==> src/hw/rtl/sip_pkg.sv <==
// Shared types, widths and constants of the wheel speed incremental PID.
// Used by the channel interfaces and by every module of the block.
`default_nettype none

package sip_pkg;

  localparam int CntW     = 16;
  localparam int CntSW    = 17;
  localparam int SumW     = 18;
  localparam int MagW     = 17;
  localparam int SpeedW   = 13;
  localparam int ErrFullW = 14;
  localparam int ErrW     = 8;
  localparam int GainW    = 16;
  localparam int DiffW    = 9;
  localparam int Diff2W   = 10;
  localparam int ProdW    = 26;
  localparam int AccW     = 27;
  localparam int DriveW   = 20;
  localparam int AddrW    = 4;
  localparam int DataW    = 32;

  localparam int WrapLimit  = 30000;
  localparam int WrapOffset = 65535;
  localparam int ErrMax     = 80;
  localparam int DriveMax   = 512000;

  // Division by twenty as a multiplication by a reciprocal, exact for magnitudes below 2^18.
  localparam int               DivShift = 20;
  localparam int               DivProdW = MagW + 16;
  localparam logic [15:0]      DivRecip = 16'd52429;

  localparam logic signed [ErrFullW-1:0] ErrHi   = ErrFullW'(ErrMax);
  localparam logic signed [ErrFullW-1:0] ErrLo   = -ErrHi;
  localparam logic signed [AccW-1:0]     DriveHi = AccW'(DriveMax);
  localparam logic signed [AccW-1:0]     DriveLo = -DriveHi;

  typedef enum logic [1:0] {
    REG_SETPOINT = 2'd0,
    REG_PROP     = 2'd1,
    REG_INTEG    = 2'd2,
    REG_DERIV    = 2'd3
  } reg_idx_t;

  typedef struct packed {
    logic signed [SpeedW-1:0] speed_setpoint;
    logic signed [GainW-1:0]  prop_gain;
    logic signed [GainW-1:0]  integ_gain;
    logic signed [GainW-1:0]  deriv_gain;
  } cfg_t;

  typedef struct packed {
    logic signed [SpeedW-1:0] speed;
    logic signed [ErrW-1:0]   err;
  } front_t;

  function automatic logic signed [CntSW-1:0] unwrap_count(input logic [CntW-1:0] raw);
    logic signed [CntSW-1:0] ext;
    ext = {1'b0, raw};
    if (raw >= CntW'(WrapLimit)) begin
      return ext - CntSW'(WrapOffset);
    end
    return ext;
  endfunction

endpackage

`default_nettype wire

==> src/hw/rtl/sip_if.sv <==
// Valid/ready channel interfaces for the input beat and the result beat.
// Depends on sip_pkg for the field widths.
`default_nettype none

interface sip_in_if
  import sip_pkg::*;
  ();
  logic            valid;
  logic            ready;
  logic [CntW-1:0] left_count;
  logic [CntW-1:0] right_count;

  modport source (output valid, output left_count, output right_count, input ready);
  modport sink   (input valid, input left_count, input right_count, output ready);
endinterface

interface sip_out_if
  import sip_pkg::*;
  ();
  logic                     valid;
  logic                     ready;
  logic signed [SpeedW-1:0] measured_speed;
  logic signed [ErrW-1:0]   speed_error;
  logic signed [DriveW-1:0] drive_out;

  modport source (output valid, output measured_speed, output speed_error,
                  output drive_out, input ready);
  modport sink   (input valid, input measured_speed, input speed_error,
                  input drive_out, output ready);
endinterface

`default_nettype wire

==> src/hw/rtl/sip_cfg.sv <==
// APB-style register file holding the setpoint and the three PID gains.
// Depends on sip_pkg.
`default_nettype none

module sip_cfg
  import sip_pkg::*;
(
  input  wire logic             clk,
  input  wire logic             rst_n,
  input  wire logic             psel,
  input  wire logic             penable,
  input  wire logic             pwrite,
  input  wire logic [AddrW-1:0] paddr,
  input  wire logic [DataW-1:0] pwdata,
  output logic      [DataW-1:0] prdata,
  output logic                  pready,
  output cfg_t                  cfg
);

  cfg_t     cfg_r;
  cfg_t     cfg_nxt;
  reg_idx_t idx;
  logic     wr_en;

  assign idx    = reg_idx_t'(paddr[3:2]);
  assign wr_en  = psel & penable & pwrite;
  assign pready = 1'b1;
  assign cfg    = cfg_r;

  always_comb begin
    cfg_nxt = cfg_r;
    if (wr_en) begin
      case (idx)
        REG_SETPOINT: cfg_nxt.speed_setpoint = pwdata[SpeedW-1:0];
        REG_PROP:     cfg_nxt.prop_gain      = pwdata[GainW-1:0];
        REG_INTEG:    cfg_nxt.integ_gain     = pwdata[GainW-1:0];
        REG_DERIV:    cfg_nxt.deriv_gain     = pwdata[GainW-1:0];
        default:      cfg_nxt = cfg_r;
      endcase
    end
  end

  always_comb begin
    case (idx)
      REG_SETPOINT: prdata = {{(DataW-SpeedW){cfg_r.speed_setpoint[SpeedW-1]}},
                              cfg_r.speed_setpoint};
      REG_PROP:     prdata = {{(DataW-GainW){cfg_r.prop_gain[GainW-1]}}, cfg_r.prop_gain};
      REG_INTEG:    prdata = {{(DataW-GainW){cfg_r.integ_gain[GainW-1]}}, cfg_r.integ_gain};
      REG_DERIV:    prdata = {{(DataW-GainW){cfg_r.deriv_gain[GainW-1]}}, cfg_r.deriv_gain};
      default:      prdata = '0;
    endcase
  end

  always_ff @(posedge clk) begin
    if (!rst_n) begin
      cfg_r <= '0;
    end else begin
      cfg_r <= cfg_nxt;
    end
  end

endmodule

`default_nettype wire

==> src/hw/rtl/sip_front.sv <==
// Front stages: count unwrapping and wheel sum, then division by twenty and error clamp.
// Depends on sip_pkg and on the input channel interface.
`default_nettype none

module sip_front
  import sip_pkg::*;
(
  input  wire logic                     clk,
  input  wire logic                     rst_n,
  sip_in_if.sink                        in_chan,
  input  wire logic signed [SpeedW-1:0] speed_setpoint,
  output logic                          f_valid,
  input  wire logic                     f_ready,
  output front_t                        f_data
);

  logic                    a_valid_r;
  logic                    a_valid_nxt;
  logic [MagW-1:0]         a_mag_r;
  logic                    a_neg_r;
  logic                    a_ready;
  logic                    b_valid_r;
  logic                    b_valid_nxt;
  front_t                  b_data_r;
  front_t                  b_data_nxt;
  logic                    b_ready;

  logic signed [CntSW-1:0]    left_s;
  logic signed [CntSW-1:0]    right_s;
  logic signed [SumW-1:0]     wheel_sum;
  logic signed [SumW-1:0]     wheel_abs;
  logic [DivProdW-1:0]        div_prod;
  logic [SpeedW-1:0]          quot;
  logic signed [SpeedW-1:0]   speed;
  logic signed [ErrFullW-1:0] err_full;

  assign b_ready       = !b_valid_r || f_ready;
  assign a_ready       = !a_valid_r || b_ready;
  assign in_chan.ready = a_ready;
  assign f_valid       = b_valid_r;
  assign f_data        = b_data_r;

  assign left_s    = unwrap_count(in_chan.left_count);
  assign right_s   = unwrap_count(in_chan.right_count);
  assign wheel_sum = {left_s[CntSW-1], left_s} - {right_s[CntSW-1], right_s};
  assign wheel_abs = wheel_sum[SumW-1] ? -wheel_sum : wheel_sum;

  assign div_prod = DivProdW'(a_mag_r) * DivProdW'(DivRecip);
  assign quot     = div_prod[DivShift+SpeedW-1:DivShift];
  assign speed    = a_neg_r ? -signed'(quot) : signed'(quot);
  assign err_full = {speed_setpoint[SpeedW-1], speed_setpoint} - {speed[SpeedW-1], speed};

  always_comb begin
    b_data_nxt.speed = speed;
    if (err_full > ErrHi) begin
      b_data_nxt.err = ErrW'(ErrMax);
    end else if (err_full < ErrLo) begin
      b_data_nxt.err = -ErrW'(ErrMax);
    end else begin
      b_data_nxt.err = err_full[ErrW-1:0];
    end
  end

  always_comb begin
    a_valid_nxt = a_valid_r;
    if (a_ready) begin
      a_valid_nxt = in_chan.valid;
    end
    b_valid_nxt = b_valid_r;
    if (b_ready) begin
      b_valid_nxt = a_valid_r;
    end
  end

  always_ff @(posedge clk) begin
    if (!rst_n) begin
      a_valid_r <= 1'b0;
      b_valid_r <= 1'b0;
    end else begin
      a_valid_r <= a_valid_nxt;
      b_valid_r <= b_valid_nxt;
    end
  end

  always_ff @(posedge clk) begin
    if (a_ready && in_chan.valid) begin
      a_mag_r <= wheel_abs[MagW-1:0];
      a_neg_r <= wheel_sum[SumW-1];
    end
    if (b_ready && a_valid_r) begin
      b_data_r <= b_data_nxt;
    end
  end

endmodule

`default_nettype wire

==> src/hw/rtl/sip_pid.sv <==
// PID stages: gain products from the error history, then accumulation and saturation.
// Depends on sip_pkg and on the result channel interface.
`default_nettype none

module sip_pid
  import sip_pkg::*;
(
  input  wire logic   clk,
  input  wire logic   rst_n,
  input  wire cfg_t   cfg,
  input  wire logic   f_valid,
  output logic        f_ready,
  input  wire front_t f_data,
  sip_out_if.source   out_chan
);

  logic                     c_valid_r;
  logic                     c_valid_nxt;
  logic                     c_ready;
  logic signed [ProdW-1:0]  c_p_r;
  logic signed [ProdW-1:0]  c_i_r;
  logic signed [ProdW-1:0]  c_d_r;
  front_t                   c_data_r;
  logic signed [ErrW-1:0]   last_err_r;
  logic signed [ErrW-1:0]   prev_err_r;

  logic                     out_valid_r;
  logic                     out_valid_nxt;
  logic                     d_ready;
  front_t                   out_data_r;
  logic signed [DriveW-1:0] drive_r;
  logic signed [DriveW-1:0] drive_nxt;

  logic signed [DiffW-1:0]  diff1;
  logic signed [Diff2W-1:0] diff2;
  logic signed [GainW+DiffW-1:0]  prod_p;
  logic signed [GainW+ErrW-1:0]   prod_i;
  logic signed [GainW+Diff2W-1:0] prod_d;
  logic signed [AccW-1:0]   incr;
  logic signed [AccW-1:0]   acc;
  logic                     c_take;
  logic                     d_take;

  assign d_ready = !out_valid_r || out_chan.ready;
  assign c_ready = !c_valid_r || d_ready;
  assign f_ready = c_ready;
  assign c_take  = c_ready && f_valid;
  assign d_take  = d_ready && c_valid_r;

  assign diff1 = {f_data.err[ErrW-1], f_data.err} - {last_err_r[ErrW-1], last_err_r};
  assign diff2 = {{2{f_data.err[ErrW-1]}}, f_data.err}
               - {last_err_r[ErrW-1], last_err_r, 1'b0}
               + {{2{prev_err_r[ErrW-1]}}, prev_err_r};

  assign prod_p = cfg.prop_gain * diff1;
  assign prod_i = cfg.integ_gain * f_data.err;
  assign prod_d = cfg.deriv_gain * diff2;

  assign incr = {c_p_r[ProdW-1], c_p_r} + {c_i_r[ProdW-1], c_i_r} + {c_d_r[ProdW-1], c_d_r};
  assign acc  = {{(AccW-DriveW){drive_r[DriveW-1]}}, drive_r} + incr;

  always_comb begin
    if (acc > DriveHi) begin
      drive_nxt = DriveHi[DriveW-1:0];
    end else if (acc < DriveLo) begin
      drive_nxt = DriveLo[DriveW-1:0];
    end else begin
      drive_nxt = acc[DriveW-1:0];
    end
  end

  always_comb begin
    c_valid_nxt = c_valid_r;
    if (c_ready) begin
      c_valid_nxt = f_valid;
    end
    out_valid_nxt = out_valid_r;
    if (d_ready) begin
      out_valid_nxt = c_valid_r;
    end
  end

  always_ff @(posedge clk) begin
    if (!rst_n) begin
      c_valid_r   <= 1'b0;
      out_valid_r <= 1'b0;
      last_err_r  <= '0;
      prev_err_r  <= '0;
      drive_r     <= '0;
    end else begin
      c_valid_r   <= c_valid_nxt;
      out_valid_r <= out_valid_nxt;
      if (c_take) begin
        last_err_r <= f_data.err;
        prev_err_r <= last_err_r;
      end
      if (d_take) begin
        drive_r <= drive_nxt;
      end
    end
  end

  always_ff @(posedge clk) begin
    if (c_take) begin
      c_p_r    <= {prod_p[GainW+DiffW-1], prod_p};
      c_i_r    <= {{(ProdW-GainW-ErrW){prod_i[GainW+ErrW-1]}}, prod_i};
      c_d_r    <= prod_d;
      c_data_r <= f_data;
    end
    if (d_take) begin
      out_data_r <= c_data_r;
    end
  end

  assign out_chan.valid          = out_valid_r;
  assign out_chan.measured_speed = out_data_r.speed;
  assign out_chan.speed_error    = out_data_r.err;
  assign out_chan.drive_out      = drive_r;

endmodule

`default_nettype wire

==> src/hw/rtl/speed_incremental_pid.sv <==
// Top level of the wheel speed incremental PID: register file, front stages, PID stages.
// Depends on sip_pkg, sip_if, sip_cfg, sip_front and sip_pid.
//
//   Channel   Direction  Handshake             Payload
//   in_chan   in         valid/ready           left_count, right_count
//   out_chan  out        valid/ready           measured_speed, speed_error, drive_out
//   cfg       in         psel/penable/pready   paddr, pwdata, prdata
//
// An item passes four registered stages, a, b, c and the output register, the first loaded by
// the edge that accepts it.
// One item is taken in every cycle while out_chan.ready keeps the pipeline draining.
// Each stage holds its beat while the next one is full, so the output register stalls only as
// far back as needed. Synchronous active-low reset clears the valid flags, the register file,
// the error history and the drive sum; the data registers of the stages are not reset.
`default_nettype none

module speed_incremental_pid
  import sip_pkg::*;
(
  input  wire logic             clk,
  input  wire logic             rst_n,
  sip_in_if.sink                in_chan,
  sip_out_if.source             out_chan,
  input  wire logic             psel,
  input  wire logic             penable,
  input  wire logic             pwrite,
  input  wire logic [AddrW-1:0] paddr,
  input  wire logic [DataW-1:0] pwdata,
  output logic      [DataW-1:0] prdata,
  output logic                  pready
);

  cfg_t   cfg;
  logic   f_valid;
  logic   f_ready;
  front_t f_data;

  sip_cfg u_cfg (
    .clk     (clk),
    .rst_n   (rst_n),
    .psel    (psel),
    .penable (penable),
    .pwrite  (pwrite),
    .paddr   (paddr),
    .pwdata  (pwdata),
    .prdata  (prdata),
    .pready  (pready),
    .cfg     (cfg)
  );

  sip_front u_front (
    .clk            (clk),
    .rst_n          (rst_n),
    .in_chan        (in_chan),
    .speed_setpoint (cfg.speed_setpoint),
    .f_valid        (f_valid),
    .f_ready        (f_ready),
    .f_data         (f_data)
  );

  sip_pid u_pid (
    .clk      (clk),
    .rst_n    (rst_n),
    .cfg      (cfg),
    .f_valid  (f_valid),
    .f_ready  (f_ready),
    .f_data   (f_data),
    .out_chan (out_chan)
  );

endmodule

`default_nettype wire
==> src/flat_wrapper.sv <==
// flat-port wrapper written by rule: the top's interface ports become plain ports
module speed_incremental_pid_flat import sip_pkg::*;
  (clk, rst_n, psel, penable, pwrite, paddr, pwdata, prdata, pready, in_chan_valid, in_chan_left_count, in_chan_right_count, in_chan_ready, out_chan_valid, out_chan_measured_speed, out_chan_speed_error, out_chan_drive_out, out_chan_ready);
  sip_in_if in_chan_i ();
  sip_out_if out_chan_i ();
  input  wire logic clk;
  input  wire logic rst_n;
  input  wire logic psel;
  input  wire logic penable;
  input  wire logic pwrite;
  input  wire logic [AddrW-1:0] paddr;
  input  wire logic [DataW-1:0] pwdata;
  output logic      [DataW-1:0] prdata;
  output logic pready;
  input wire logic [$bits(in_chan_i.valid)-1:0] in_chan_valid;
  input wire logic [$bits(in_chan_i.left_count)-1:0] in_chan_left_count;
  input wire logic [$bits(in_chan_i.right_count)-1:0] in_chan_right_count;
  output wire logic [$bits(in_chan_i.ready)-1:0] in_chan_ready;
  output wire logic [$bits(out_chan_i.valid)-1:0] out_chan_valid;
  output wire logic [$bits(out_chan_i.measured_speed)-1:0] out_chan_measured_speed;
  output wire logic [$bits(out_chan_i.speed_error)-1:0] out_chan_speed_error;
  output wire logic [$bits(out_chan_i.drive_out)-1:0] out_chan_drive_out;
  input wire logic [$bits(out_chan_i.ready)-1:0] out_chan_ready;
  assign in_chan_i.valid = in_chan_valid;
  assign in_chan_i.left_count = in_chan_left_count;
  assign in_chan_i.right_count = in_chan_right_count;
  assign in_chan_ready = in_chan_i.ready;
  assign out_chan_valid = out_chan_i.valid;
  assign out_chan_measured_speed = out_chan_i.measured_speed;
  assign out_chan_speed_error = out_chan_i.speed_error;
  assign out_chan_drive_out = out_chan_i.drive_out;
  assign out_chan_i.ready = out_chan_ready;
  speed_incremental_pid u_core (.clk(clk), .rst_n(rst_n), .in_chan(in_chan_i), .out_chan(out_chan_i), .psel(psel), .penable(penable), .pwrite(pwrite), .paddr(paddr), .pwdata(pwdata), .prdata(prdata), .pready(pready));
endmodule
==> config.mk <==
export PLATFORM = sky130hd
export DESIGN_NAME = speed_incremental_pid_flat
export DESIGN_NICKNAME = d
export VERILOG_FILES = /design/src/hw/rtl/sip_pkg.sv /design/src/hw/rtl/sip_if.sv /design/src/hw/rtl/sip_cfg.sv /design/src/hw/rtl/sip_front.sv /design/src/hw/rtl/sip_pid.sv /design/src/hw/rtl/speed_incremental_pid.sv /design/src/flat_wrapper.sv
export SDC_FILE = /design/constraint.sdc
export NUM_CORES = 2
export LEC_CHECK = 0
export BUFFER_PORTS_ARGS = -buffer_cell sky130_fd_sc_hd__buf_2
export CAP_MARGIN = 5
export CORE_ASPECT_RATIO = 0.5
export CORE_UTILIZATION = 30
export CTS_CLUSTER_DIAMETER = 80
export DETAILED_ROUTE_END_ITERATION = 12
export PLACE_DENSITY = 0.53
export SYNTH_ARGS = -nofsm -noshare
export SYNTH_HDL_FRONTEND = slang
export SYNTH_HIERARCHICAL = 1
export SYNTH_SLANG_ARGS = --single-unit
==> constraint.sdc <==
create_clock -name clk -period 11.4 [get_ports clk]
set_input_delay 3.42 -clock clk [delete_from_list [all_inputs] [get_ports clk]]
set_output_delay 3.42 -clock clk [all_outputs]
set_load 0.02 [all_outputs]
==> out/summary.txt <==
outcome = finished clean
CTS root buf = clkbuf_16
Finished Core Util = 0.334
setup_tns = 0 ps
post-synthesis compound-gate area fraction = 0.0829
Detailed Place HPWL = 73.3 mm
GRT overflow = 0
worst setup path endpoint = u_core/u_front/f_data[4]
Syn Std Cell Area = 35300 sq um
Synth Flop Type = edfxtp_1
EDFF count, synth = 156
Final Hold Viols = 0
first-pass GRT wire length = 142 mm
RSZ-0062 raised after global routing = false
core box area = 116000 sq um
H-tree levels = 1
Crit. End Element = register
Fillers = 12000
Nets = 4635
Yosys top cell by area = fa_1
Via density = 4.65
largest net degree at the start of global routing = 84
mux contribution to synthesized area = 0.0321
post-synthesis instance total = 3585
area occupied by multi-input gates = 25700 sq um
startpoint types = register
Die ar. = 119000 sq um
Worst-Skew Late Latency = 590 ps
WL per Instance = 16.9 um
Worst Hold Class = register to register
R2R cell count = 32
Post-synth top cells = 653 x inv_1, 510 x fa_1, 369 x ha_1
r2r setup slk = 940 ps
Max transition margin = 0.218
Reg-to-Reg End = u_core/u_front/f_data[4]
DRT Pass-1 Iters = 5
DRC violations left = 0
Crit. Startpoint = u_core/u_front/a_mag_r[10]
total routed wirelength = 89.0 mm
Async SR Flop Fraction = 0
Setup Buffers After CTS = 0
Reg area = 6710 sq um
largest family of logic cells by synthesized area = adder cells
mean post-synth cell area = 9.86 sq um
CP Data Required Time = 11740 ps
Clock Pin Slew Worst Setup and Hold Paths = 70 ps
Syn. warnings = 6
CTS max path bufs = 3
number of global-route vias before repair = 25800
period utilization = 0.917
CP peak stage delay = 770 ps
CP Class = register to register
Crit-path slowest cell = o41ai_1
Final Setup Violations = 0
CTS resizes = 0
hold bufs inserted after CTS = 0
vias = 24600
layout cells sized above 1 = 0.0783
Adder-Cell Fraction of Synth Area = 0.420
gr usage total = 0.151
minimum clock period = 10460 ps
# port buffers = 131
TritonCTS clock tree = yes
sequential-to-total area share from yosys stat = 0.190
top post-synthesis cells by area = fa_1 29%, edfxtp_1 13%, ha_1 13%
slew of the pin with the lowest slew margin = 1170 ps
r2r startpoint = u_core/u_front/a_mag_r[10]
clock skew = 13.7 ps
Starting Density = 0.305
top cell type's share of synthesized area = 0.289
gpl congestion = 0.870
maximum clock frequency = 95.6 MHz
post-route ant nets = 0
drt first-iter violations = 1126
area grow syn2layout = 9.70%
Max-Cap Viols = 0
die height = 245 um
Num CTS Buffers = 30
Post-Synth Simple-Gate Area = 0.142
Top Ports = 151
initial antenna violation count = 11
chip width = 487 um
Arr. time, crit path = 10800 ps
fraction of synthesized cell area in xor and xnor cells = 0.0489
Hold Slack = 420 ps
CTS sink count = 257
Max Slew Vio Count = 0
synthesized net count = 4539
number of synthesized register bits = 257
synth unique cells = 109
Crit Path Max Fanout = 7
num rows = 88
count leader, synth = inv_1
-- routing by layer --
metal  GRT usage  routed length [um]
met4      0.0347                2050
met3      0.0255                4290
met2       0.254               41600
met5           0                   0
met1       0.201               41000
-- per-stage QoR --
| stage | worst slack (ps) | area, sq um | cells |
|---|---|---|---|
| 2_1_floorplan | 2120 | 35300 | 3585 |
| 3_3_place_gp | 1220 | 37700 | 5224 |
| 3_5_place_dp | 1050 | 37700 | 5224 |
| 4_1_cts | 1030 | 38800 | 5280 |
| 5_1_grt | 240 | 38800 | 5280 |
| 6_report | 943 | 38800 | 5281 |
-- sequential cells by signal, indices dropped and copies added, names as in the netlist, 17 cells and up --
signal,cells
u_core/u_cfg/cfg,61
u_core/u_front/a_mag_r,17
u_core/u_front/f_data,21
u_core/u_pid/c_d_r,26
u_core/u_pid/c_data_r,21
u_core/u_pid/c_i_r,24
u_core/u_pid/c_p_r,25
u_core/u_pid/out_chan.drive_out,20
-- placed cells by master (no fill, tap or decap), types with 21 or more instances in the layout --
cell / count
a21oi_1: 102
xnor2_1: 131
fa_1: 510
nor2b_1: 34
ha_1: 369
nor2_1: 127
nand2_1: 357
inv_1: 653
clkbuf_16: 31
edfxtp_1: 156
dfxtp_1: 101
and2_1: 219
mux2i_1: 66
o21a_1: 21
buf_2: 130
nand2b_1: 70
a21o_1: 36
or3_1: 21
buf_4: 27
nand3_1: 43
nor3_1: 47
xor2_1: 55
o21ai_0: 58
-- worst max-delay path, delay by kind of cell, from the launching register on --
| family | cells | cell delay, ps |
|---|---|---|
| multiplexers | 1 | 300 |
| AND/OR/NAND/NOR | 7 | 1830 |
| adder cells (fa/ha/maj) | 8 | 3720 |
| AO/OA/AOI/OAI | 10 | 3190 |
| flip-flops | 1 | 530 |
| buffers and inverters | 5 | 330 |
| XOR/XNOR | 1 | 310 |
-- cell type report --
cell class / count / share of cell area
antenna: 1 / 0.0000645
timing repair buffer: 157 / 0.0220
inverter: 656 / 0.0636
sequential: 257 / 0.173
multi-input combinational: 2579 / 0.663
clock inverter: 23 / 0.00749
clock buffer: 33 / 0.0202
tap: 1575 / 0.0508
-- kinds of logic after synthesis --
family	count (synthesis)
xor gates and xnor gates	193
other	1
buffers and inverters	749
muxes	90
DFF	257
AOI/OAI and AO/OA	410
and+or+nand+nor	1005
adders and majority gates	880
-- worst min-delay path by stage --
| stage | start | to | slack [ps] | cells past startpoint |
|---|---|---|---|---|
| 6_report | u_core/u_pid/c_data_r[11] | u_core/u_pid/out_chan.measured_speed[3] | 420 | 0 |
| 4_1_cts | u_core/u_pid/c_data_r[11] | u_core/u_pid/out_chan.measured_speed[3] | 420 | 0 |
| 3_5_place_dp | u_core/u_front/f_data[16] | u_core/u_pid/c_data_r[16] | 400 | 0 |
| 5_1_grt | u_core/u_front/f_data[14] | u_core/u_pid/c_data_r[14] | 420 | 0 |
| 3_3_place_gp | u_core/u_pid/c_data_r[3] | u_core/u_pid/out_chan.speed_error[3] | 400 | 0 |
| 2_1_floorplan | u_core/u_front/f_data[10] | u_core/u_pid/c_data_r[10] | 400 | 0 |
Power is not shown: default switching activity piles up to over one toggle a cycle in this logic, so the estimate is an artifact.
